`config.mk`:
```
export PLATFORM = sky130hd
export DESIGN_NAME = jls_ctrl
export DESIGN_NICKNAME = d
export VERILOG_FILES = /design/src/rtl/jls_pkg.sv /design/src/rtl/jls_ctrl.sv
export SDC_FILE = /design/constraint.sdc
export NUM_CORES = 1
export LEC_CHECK = 0
export BUFFER_PORTS_ARGS = -buffer_cell sky130_fd_sc_hd__buf_2
export CAP_MARGIN = 25
export CORE_ASPECT_RATIO = 1.1
export CORE_UTILIZATION = 30
export DETAILED_ROUTE_END_ITERATION = 8
export GPL_TIMING_DRIVEN = 0
export PLACE_DENSITY = 0.48
export SLEW_MARGIN = 30
export SYNTH_ARGS = -nofsm -noshare
export SYNTH_HDL_FRONTEND = slang
export SYNTH_SLANG_ARGS = --single-unit
```
`constraint.sdc`:
```
create_clock -name i_clk -period 3.4 [get_ports i_clk]
set_input_delay 0.68 -clock i_clk [delete_from_list [all_inputs] [get_ports i_clk]]
set_output_delay 0.68 -clock i_clk [all_outputs]
set_load 0.005 [all_outputs]
```
`src/rtl/jls_pkg.sv`:
```
`default_nettype none
package jls_pkg;
    localparam int MAX_SIZE   = 16;
    localparam int VALUE_BITS = 32;
    localparam int FRAC_BITS  = 24;
    localparam int IDX_W      = 4;
    localparam int ADDR_W     = 8;
    localparam int CNT_W      = 5;
    localparam int PROD_W     = 2 * VALUE_BITS;
    localparam int QUO_W      = VALUE_BITS + FRAC_BITS;

    localparam logic [1:0] CMD_LOAD_A = 2'd0;
    localparam logic [1:0] CMD_LOAD_B = 2'd1;
    localparam logic [1:0] CMD_START  = 2'd2;

    localparam logic [1:0] ST_CONVERGED = 2'd0;
    localparam logic [1:0] ST_LIMIT     = 2'd1;
    localparam logic [1:0] ST_ZERO_DIAG = 2'd2;

    localparam logic [1:0] CFG_TOL   = 2'd0;
    localparam logic [1:0] CFG_SIZE  = 2'd1;
    localparam logic [1:0] CFG_LIMIT = 2'd2;

    localparam logic [VALUE_BITS-1:0] VMAX = {1'b0, {(VALUE_BITS-1){1'b1}}};
    localparam logic [VALUE_BITS-1:0] VMIN = {1'b1, {(VALUE_BITS-1){1'b0}}};

    // datapath operations
    typedef enum logic [3:0] {
        OP_NONE, OP_LOAD_A, OP_LOAD_B, OP_RD_DIAG, OP_CHK_DIAG, OP_RD_ELEM,
        OP_DIV_START, OP_DIV_STEP, OP_WR_A, OP_WR_B, OP_INIT_X, OP_COPY_X,
        OP_MAC_RD, OP_MAC, OP_ROW_END, OP_ZERO_X
    } t_op;

    typedef struct packed {
        t_op              op;
        logic [IDX_W-1:0] i;
        logic [IDX_W-1:0] j;
        logic             first;
        logic             off;
    } t_cmd;

    typedef struct packed {
        logic diag_zero;
        logic div_done;
        logic over_tol;
    } t_stat;

    // saturate a signed wide value to VALUE_BITS
    function automatic logic [VALUE_BITS-1:0] sat_w(input logic signed [VALUE_BITS+1:0] v);
        logic signed [VALUE_BITS+1:0] hi;
        logic signed [VALUE_BITS+1:0] lo;
        hi = {{2{1'b0}}, VMAX};
        lo = {{2{1'b1}}, VMIN};
        if (v > hi) return VMAX;
        if (v < lo) return VMIN;
        return v[VALUE_BITS-1:0];
    endfunction

    // magnitude plus sign to saturated two's complement
    function automatic logic [VALUE_BITS-1:0] from_sm(input logic neg,
                                                      input logic [QUO_W-1:0] m);
        logic big;
        logic [VALUE_BITS-1:0] lo;
        big = |m[QUO_W-1:VALUE_BITS];
        lo  = m[VALUE_BITS-1:0];
        if (!neg) return (big || lo > VMAX) ? VMAX : lo;
        if (big || lo > VMIN) return VMIN;
        return VALUE_BITS'(-lo);
    endfunction
endpackage
`default_nettype wire

```
`src/rtl/jls_ctrl.sv`:
```
`default_nettype none
module jls_ctrl (
    input  wire logic                       i_clk,
    input  wire logic                       i_rst_n,
    input  wire logic                       i_valid,
    output logic                            o_ready,
    input  wire logic [1:0]                 i_cmd,
    input  wire logic [4:0]                 i_size,
    input  wire logic [15:0]                i_limit,
    input  wire jls_pkg::t_stat             i_stat,
    output jls_pkg::t_cmd                   o_cmd,
    output logic                            o_valid,
    input  wire logic                       i_ready,
    output logic [jls_pkg::IDX_W-1:0]       o_index,
    output logic [15:0]                     o_iterations,
    output logic [1:0]                      o_status,
    output logic                            o_last
);
    localparam logic [3:0] S_IDLE = 4'd0, S_DRD = 4'd1, S_DCHK = 4'd2, S_DDEC = 4'd3,
        S_SRD = 4'd4, S_SLD = 4'd5, S_SDIV = 4'd6, S_SWR = 4'd7, S_INIT = 4'd8,
        S_COPY = 4'd9, S_MRD = 4'd10, S_MAC = 4'd11, S_REND = 4'd12, S_CHK = 4'd13,
        S_OUT = 4'd14, S_ZERO = 4'd15;

    logic [3:0]  r_state, n_state;
    logic [jls_pkg::IDX_W-1:0] r_i, n_i, r_j, n_j, w_nm1;
    logic        r_off, n_off, r_wait, n_wait;
    logic [15:0] r_sweeps, n_sweeps;
    logic [1:0]  r_status, n_status;
    logic [15:0] w_lim;
    logic        w_acc;

    assign w_nm1 = (i_size == 5'd0) ? '0 : (i_size > 5'd16) ? 4'd15 : 4'(i_size - 5'd1);
    assign w_lim = (i_limit == 16'd0) ? 16'd1 : i_limit;
    assign o_ready = (r_state == S_IDLE);
    assign w_acc = i_valid && o_ready;

    always_ff @(posedge i_clk) begin
        if (!i_rst_n) begin
            r_state <= S_IDLE; r_i <= '0; r_j <= '0; r_off <= 1'b0; r_wait <= 1'b0;
            r_sweeps <= '0; r_status <= jls_pkg::ST_CONVERGED;
        end else begin
            r_state <= n_state; r_i <= n_i; r_j <= n_j; r_off <= n_off; r_wait <= n_wait;
            r_sweeps <= n_sweeps; r_status <= n_status;
        end
    end

    always_comb begin
        n_state = r_state; n_i = r_i; n_j = r_j; n_off = r_off; n_wait = r_wait;
        n_sweeps = r_sweeps; n_status = r_status;
        o_cmd = '{op: jls_pkg::OP_NONE, i: r_i, j: r_j, first: 1'b0, off: r_off};
        unique case (r_state)
            S_IDLE: begin
                if (w_acc) begin
                    unique case (i_cmd)
                        jls_pkg::CMD_LOAD_A: o_cmd.op = jls_pkg::OP_LOAD_A;
                        jls_pkg::CMD_LOAD_B: o_cmd.op = jls_pkg::OP_LOAD_B;
                        jls_pkg::CMD_START: begin
                            n_state = S_DRD; n_i = '0;
                        end
                        default: ;
                    endcase
                end
            end
            S_DRD: begin
                o_cmd.op = jls_pkg::OP_RD_DIAG; o_cmd.j = r_i; n_state = S_DCHK;
            end
            S_DCHK: begin
                o_cmd.op = jls_pkg::OP_CHK_DIAG; o_cmd.first = (r_i == '0);
                if (r_i == w_nm1) n_state = S_DDEC;
                else begin n_i = r_i + 1'b1; n_state = S_DRD; end
            end
            S_DDEC: begin
                n_i = '0;
                if (i_stat.diag_zero) begin
                    n_state = S_ZERO; n_status = jls_pkg::ST_ZERO_DIAG; n_sweeps = '0;
                end else begin
                    n_state = S_SRD; n_j = '0; n_off = 1'b0;
                end
            end
            S_ZERO: begin
                o_cmd.op = jls_pkg::OP_ZERO_X;
                if (r_i == w_nm1) begin n_state = S_OUT; n_i = '0; end
                else n_i = r_i + 1'b1;
            end
            // row scaling: diagonal reread into divisor register each row
            S_SRD: begin
                o_cmd.op = jls_pkg::OP_RD_DIAG; o_cmd.j = r_i; n_state = S_SLD; n_wait = 1'b1;
            end
            S_SLD: begin
                if (r_wait) begin
                    o_cmd.op = jls_pkg::OP_CHK_DIAG; o_cmd.first = 1'b1; n_wait = 1'b0;
                end else if (!r_off && r_j == r_i) begin
                    o_cmd.op = jls_pkg::OP_NONE; n_state = S_SWR;
                end else begin
                    o_cmd.op = jls_pkg::OP_RD_ELEM; n_state = S_SDIV; n_wait = 1'b1;
                end
            end
            S_SDIV: begin
                if (r_wait) begin
                    o_cmd.op = jls_pkg::OP_DIV_START; n_wait = 1'b0;
                end else begin
                    o_cmd.op = jls_pkg::OP_DIV_STEP;
                    if (i_stat.div_done) n_state = S_SWR;
                end
            end
            S_SWR: begin
                o_cmd.op = r_off ? jls_pkg::OP_WR_B : jls_pkg::OP_WR_A;
                n_state = S_SLD;
                if (r_off) begin
                    n_off = 1'b0; n_j = '0;
                    if (r_i == w_nm1) begin n_state = S_INIT; n_i = '0; end
                    else begin n_i = r_i + 1'b1; n_state = S_SRD; end
                end else if (r_j == w_nm1) n_off = 1'b1;
                else n_j = r_j + 1'b1;
            end
            S_INIT: begin
                o_cmd.op = jls_pkg::OP_INIT_X;
                if (r_i == w_nm1) begin n_state = S_COPY; n_i = '0; n_sweeps = '0; end
                else n_i = r_i + 1'b1;
            end
            S_COPY: begin
                o_cmd.op = jls_pkg::OP_COPY_X;
                if (r_i == w_nm1) begin n_state = S_MRD; n_i = '0; n_j = '0; end
                else n_i = r_i + 1'b1;
            end
            S_MRD: begin
                o_cmd.op = jls_pkg::OP_MAC_RD; o_cmd.first = (r_j == '0); n_state = S_MAC;
            end
            S_MAC: begin
                o_cmd.op = jls_pkg::OP_MAC;
                if (r_j == w_nm1) n_state = S_REND;
                else begin n_j = r_j + 1'b1; n_state = S_MRD; end
            end
            S_REND: begin
                // fold last product, then add offset
                o_cmd.op = r_wait ? jls_pkg::OP_ROW_END : jls_pkg::OP_MAC_RD;
                o_cmd.first = r_wait ? (r_i == '0) : 1'b0;
                o_cmd.j = r_j;
                n_wait = ~r_wait;
                if (r_wait) begin
                    n_j = '0;
                    if (r_i == w_nm1) begin n_state = S_CHK; n_sweeps = r_sweeps + 16'd1; end
                    else begin n_i = r_i + 1'b1; n_state = S_MRD; end
                end
            end
            S_CHK: begin
                n_i = '0;
                if (i_stat.over_tol && r_sweeps < w_lim) n_state = S_COPY;
                else begin
                    n_state = S_OUT;
                    n_status = i_stat.over_tol ? jls_pkg::ST_LIMIT : jls_pkg::ST_CONVERGED;
                end
            end
            S_OUT: begin
                if (i_ready) begin
                    if (r_i == w_nm1) n_state = S_IDLE;
                    else n_i = r_i + 1'b1;
                end
            end
            default: n_state = S_IDLE;
        endcase
    end

    assign o_valid      = (r_state == S_OUT);
    assign o_index      = r_i;
    assign o_iterations = r_sweeps;
    assign o_status     = r_status;
    assign o_last       = (r_i == w_nm1);
endmodule
`default_nettype wire
```
==> results.txt <==
----------------------------------------------------
[Critical path]
  Required time of the critical path ... 2.72 ns
  Capturing element type of the critical path ... primary output
  WS Path Type ... in2out
  Master of the slowest instance on the critical path ... sky130_fd_sc_hd__nor3b_4
  Crit-path most repeated cell ... sky130_fd_sc_hd__buf_2
  Cells along the critical path ... buf_2, inv_1, ha_1, nor3b_4, a21boi_2, nor2_2, xnor2_4, nand2_1, inv_2, buf_2
  Worst Setup Start Kind ... primary input
  CP max FO ... 7
  Max incr delay on CP ... 0.29 ns
  Arrival @ worst endpoint ... 2.50 ns

[Power and ir drop]
  Comb power frac ... 0.552
  Clock share of power ... 0.205
  Sequential share of power ... 0.243
  Reported leakage power ... 1.60 nW
  Internal power consumption ... 0.993 mW
  Worst voltage drop across the vdd grid ... 0.269 mV
  Power density over cell area ... 482 nW/µm²
  Switching part of the total ... 0.459
  Total Power ... 1.83 mW
  Switching Power ... 0.841 mW

[Cells and area]
  Number of antenna cells inserted ... 0
  Final #Nets ... 566
  Share of layout cells above drive strength 1 ... 0.206
  Filler Cells Inserted ... 1068
  Area added between synthesis and finish ... 20.8%

[Drt]
  Average wire length per cell after detail routing ... 15.6 µm
  Number of nets with antenna violations after routing ... 0
  Aggregate routed wire length ... 10200 µm
  Total number of vias ... 3541
  Via density per instance ... 5.41
  Pre-Repair DR Iteration Count ... 4
  Residual DRC ... 0
  Starting DRC count in detailed routing ... 163

[Synth]
  Average size of a mapped cell ... 7.25 µm²
  Syn Inst Count ... 435
  Biggest area contributors in the synthesized netlist ... sky130_fd_sc_hd__dfxtp_1 (20%), sky130_fd_sc_hd__ha_1 (8.7%), sky130_fd_sc_hd__a21oi_1 (7.3%)
  Syn Std Cell Area ... 3150 µm²
  Largest area contributor in the synthesized netlist ... sky130_fd_sc_hd__dfxtp_1
  Dominant synthesized flop cell ... sky130_fd_sc_hd__dfxtp_1
  Synth top area share ... 0.203
  Synthesized net count ... 487
  Sequential fraction of the synthesis area ... 0.203
  Async set-or-reset flop fraction in the synthesized netlist ... 0
  Yosys warnings ... 0
  Flip-flop and latch count after synthesis ... 32
  EDFF count, synth ... 0
  Count of different cell masters after synthesis ... 68

[Die]
  Number of core rows ... 38
  Die ar. ... 10900 µm²
  Initial standard-cell utilization of the core ... 0.314
  Width of the die ... 99.7 µm
  Core area ... 10000 µm²
  Chip height ... 110 µm
  Ports placed on the boundary ... 69

[Placed design]
  Global placement routability congestion ... 0.923
  Count of input and output buffers ... 67
  Half-perimeter wire length after placement ... 8070 µm

[STA]
  Crit path time final ... 3.18 ns
  Number of endpoints failing setup at the final stage ... 0
  Max Clock Skew ... 0.00702 ns
  Final Hold Viols ... 0
  Normalized max-slew margin ... 0.599
  Fraction of the cycle the final worst path needs ... 0.936
  RSZ-0062 raised after global routing ... false
  Total Negative Setup Slacks ... 0 ns
  Slew Limit Fails ... 0
  Transition time at the pin with the least slew margin ... 0.600 ns
  Max Clk Rate ... 0.314 GHz

[Worst hold path]
  Min-Delay Path Class ... reg2reg

[Global routing]
  Global-route wire length before repair ... 16400 µm
  Vias in the first global route ... 3287
  Total congestion overflow after global routing ... 0
  Antenna violations before repair ... 0
  Total global routing track utilization ... 0.190
  Largest net degree at the start of global routing ... 11

[CTS]
  Count of hold-fix buffers inserted at cts ... 0
  Maximum level of the CTS H-tree ... 2
  Clock tree from TritonCTS ... yes
  CTS Root Cell ... sky130_fd_sc_hd__clkbuf_8
  Clock transition at the registers of the reported paths ... 0.07 ns
  Clock insertion delay at the later pin of the skew report ... 0.29 ns
  Sink Count ... 32
  Num CTS Buffers ... 5
  Clock buffer depth ... 2

[Status]
  Status ... complete, no violations

[Job]
  Max-cap violations ... 0

----------------------------------------------------
-- power by group through the flow --
stage               Combinational [mW]  Clock (mW)  Sequential (mW)
global placement                  1.00           0            0.453
detailed placement               0.993           0            0.453
finish                            1.01       0.376            0.445
floorplan                        0.694           0            0.443
CTS                              0.996       0.383            0.445
global route                      1.12       0.398            0.451
-- timing repair --
item                       in CTS  in global routing
gates resized for setup         0                  1
gates cloned                    0                  0
pin swaps                       1                  1
hold endpoints to repair        0                  0
setup endpoints to repair       1                  1
buffers inserted                1                  4
-- through the flow --
stage / instance area, µm² / setup WS, ns / hold slack, ns / instances / util
after floorplan: 3150 / 0.586 / 0.453 / 435 / -
after global placement: 3660 / 0.0533 / 0.448 / 642 / 0.365
after detailed placement: 3660 / -0.000969 / 0.453 / 642 / 0.365
after CTS: 3780 / 0.0410 / 0.463 / 651 / 0.377
after global routing: 3810 / 0.0243 / 0.495 / 655 / 0.380
final: 3810 / 0.217 / 0.456 / 655 / 0.380
-- metal layers --
layer	vias to the layer above	global-route usage	routed length, µm
li1	1757	-	-
met1	1663	0.227	4530
met2	100	0.350	5050
met3	21	0.0254	454
met4	0	0.0609	189
met5	-	0	0
-- cells by family after synthesis --
group / count (synthesis) / synth area share
XOR/XNOR: 13 / 0.0421
flip-flops: 32 / 0.203
AND/OR/NAND/NOR: 150 / 0.257
multiplexers: 4 / 0.0139
adder cells (fa/ha/maj): 23 / 0.0909
AO/OA/AOI/OAI: 144 / 0.301
buffers and inverters: 69 / 0.0917
-- sequential cells by signal, summed over array words and instances, names as in the netlist --
name	cells
o_index	4
r_wait	1
o_status	2
r_off	1
r_j	4
r_state	4
o_iterations	16
-- worst paths after layout --
kind                                       from          end  slack (ns)  cells past startpoint
worst max-delay path                  i_size[0]       o_last        0.22                     10
worst min-delay path                o_status[1]  o_status[1]        0.46                      2
worst max register to register  o_iterations[7]   r_state[1]        0.84                      8
worst min register to register      o_status[1]  o_status[1]        0.46                      2
-- area by class of cell --
type	instances	area, µm²	area share
multi-input cells	334	2220	0.584
flip-flops and latches	32	641	0.168
repair buffers	72	373	0.0979
well taps	140	175	0.0460
inverters	39	146	0.0384
plain buffers	30	143	0.0375
clock buffers	6	72.6	0.0191
clock inverters	2	35.0	0.00920
-- critical path, delay by kind of cell --
family | cells | cell delay [ns]
AO/OA/AOI/OAI | 1 | 0.27
AND/OR/NAND/NOR | 3 | 0.56
adder cells (fa/ha/maj) | 1 | 0.20
buffers and inverters | 4 | 0.53
XOR/XNOR | 1 | 0.24
-- synthesized netlist by cell type (4+ instances only) --
library cell / instances
sky130_fd_sc_hd__nand3_1: 13
sky130_fd_sc_hd__nand4_1: 7
sky130_fd_sc_hd__and2_1: 5
sky130_fd_sc_hd__or4_1: 12
sky130_fd_sc_hd__nor3_1: 7
sky130_fd_sc_hd__or3_1: 8
sky130_fd_sc_hd__inv_1: 39
sky130_fd_sc_hd__o31ai_1: 12
sky130_fd_sc_hd__o22ai_1: 4
sky130_fd_sc_hd__o21ai_0: 31
sky130_fd_sc_hd__clkbuf_1: 15
sky130_fd_sc_hd__nand2_1: 44
sky130_fd_sc_hd__a31oi_1: 6
sky130_fd_sc_hd__o21a_1: 4
sky130_fd_sc_hd__buf_4: 6
sky130_fd_sc_hd__and3_1: 5
sky130_fd_sc_hd__nor4_1: 5
sky130_fd_sc_hd__nor2_1: 21
sky130_fd_sc_hd__buf_2: 5
sky130_fd_sc_hd__a21oi_1: 46
sky130_fd_sc_hd__xnor2_1: 9
sky130_fd_sc_hd__dfxtp_1: 32
sky130_fd_sc_hd__nor2b_1: 7
sky130_fd_sc_hd__ha_1: 22
-- placed cells by master, fill, tap and decap left out, types with 4 or more instances in the layout --
cell | synthesis | final
sky130_fd_sc_hd__nor2_1 | 21 | 21
sky130_fd_sc_hd__clkbuf_8 | 0 | 5
sky130_fd_sc_hd__buf_2 | 5 | 72
sky130_fd_sc_hd__nor4_1 | 5 | 5
sky130_fd_sc_hd__and3_1 | 5 | 5
sky130_fd_sc_hd__nand3_1 | 13 | 13
sky130_fd_sc_hd__xnor2_1 | 9 | 9
sky130_fd_sc_hd__nand4_1 | 7 | 7
sky130_fd_sc_hd__nand2_1 | 44 | 44
sky130_fd_sc_hd__o21a_1 | 4 | 4
sky130_fd_sc_hd__a21oi_1 | 46 | 46
sky130_fd_sc_hd__dfxtp_1 | 32 | 32
sky130_fd_sc_hd__inv_1 | 39 | 38
sky130_fd_sc_hd__nor2b_1 | 7 | 7
sky130_fd_sc_hd__o22ai_1 | 4 | 4
sky130_fd_sc_hd__o31ai_1 | 12 | 12
sky130_fd_sc_hd__a31oi_1 | 6 | 6
sky130_fd_sc_hd__o21ai_0 | 31 | 31
sky130_fd_sc_hd__or3_1 | 8 | 8
sky130_fd_sc_hd__clkbuf_1 | 15 | 16
sky130_fd_sc_hd__ha_1 | 22 | 22
sky130_fd_sc_hd__buf_4 | 6 | 11
sky130_fd_sc_hd__and2_1 | 5 | 5
sky130_fd_sc_hd__nor3_1 | 7 | 7
sky130_fd_sc_hd__or4_1 | 12 | 12
No activity file was read; power rests on OpenSTA's default activity.
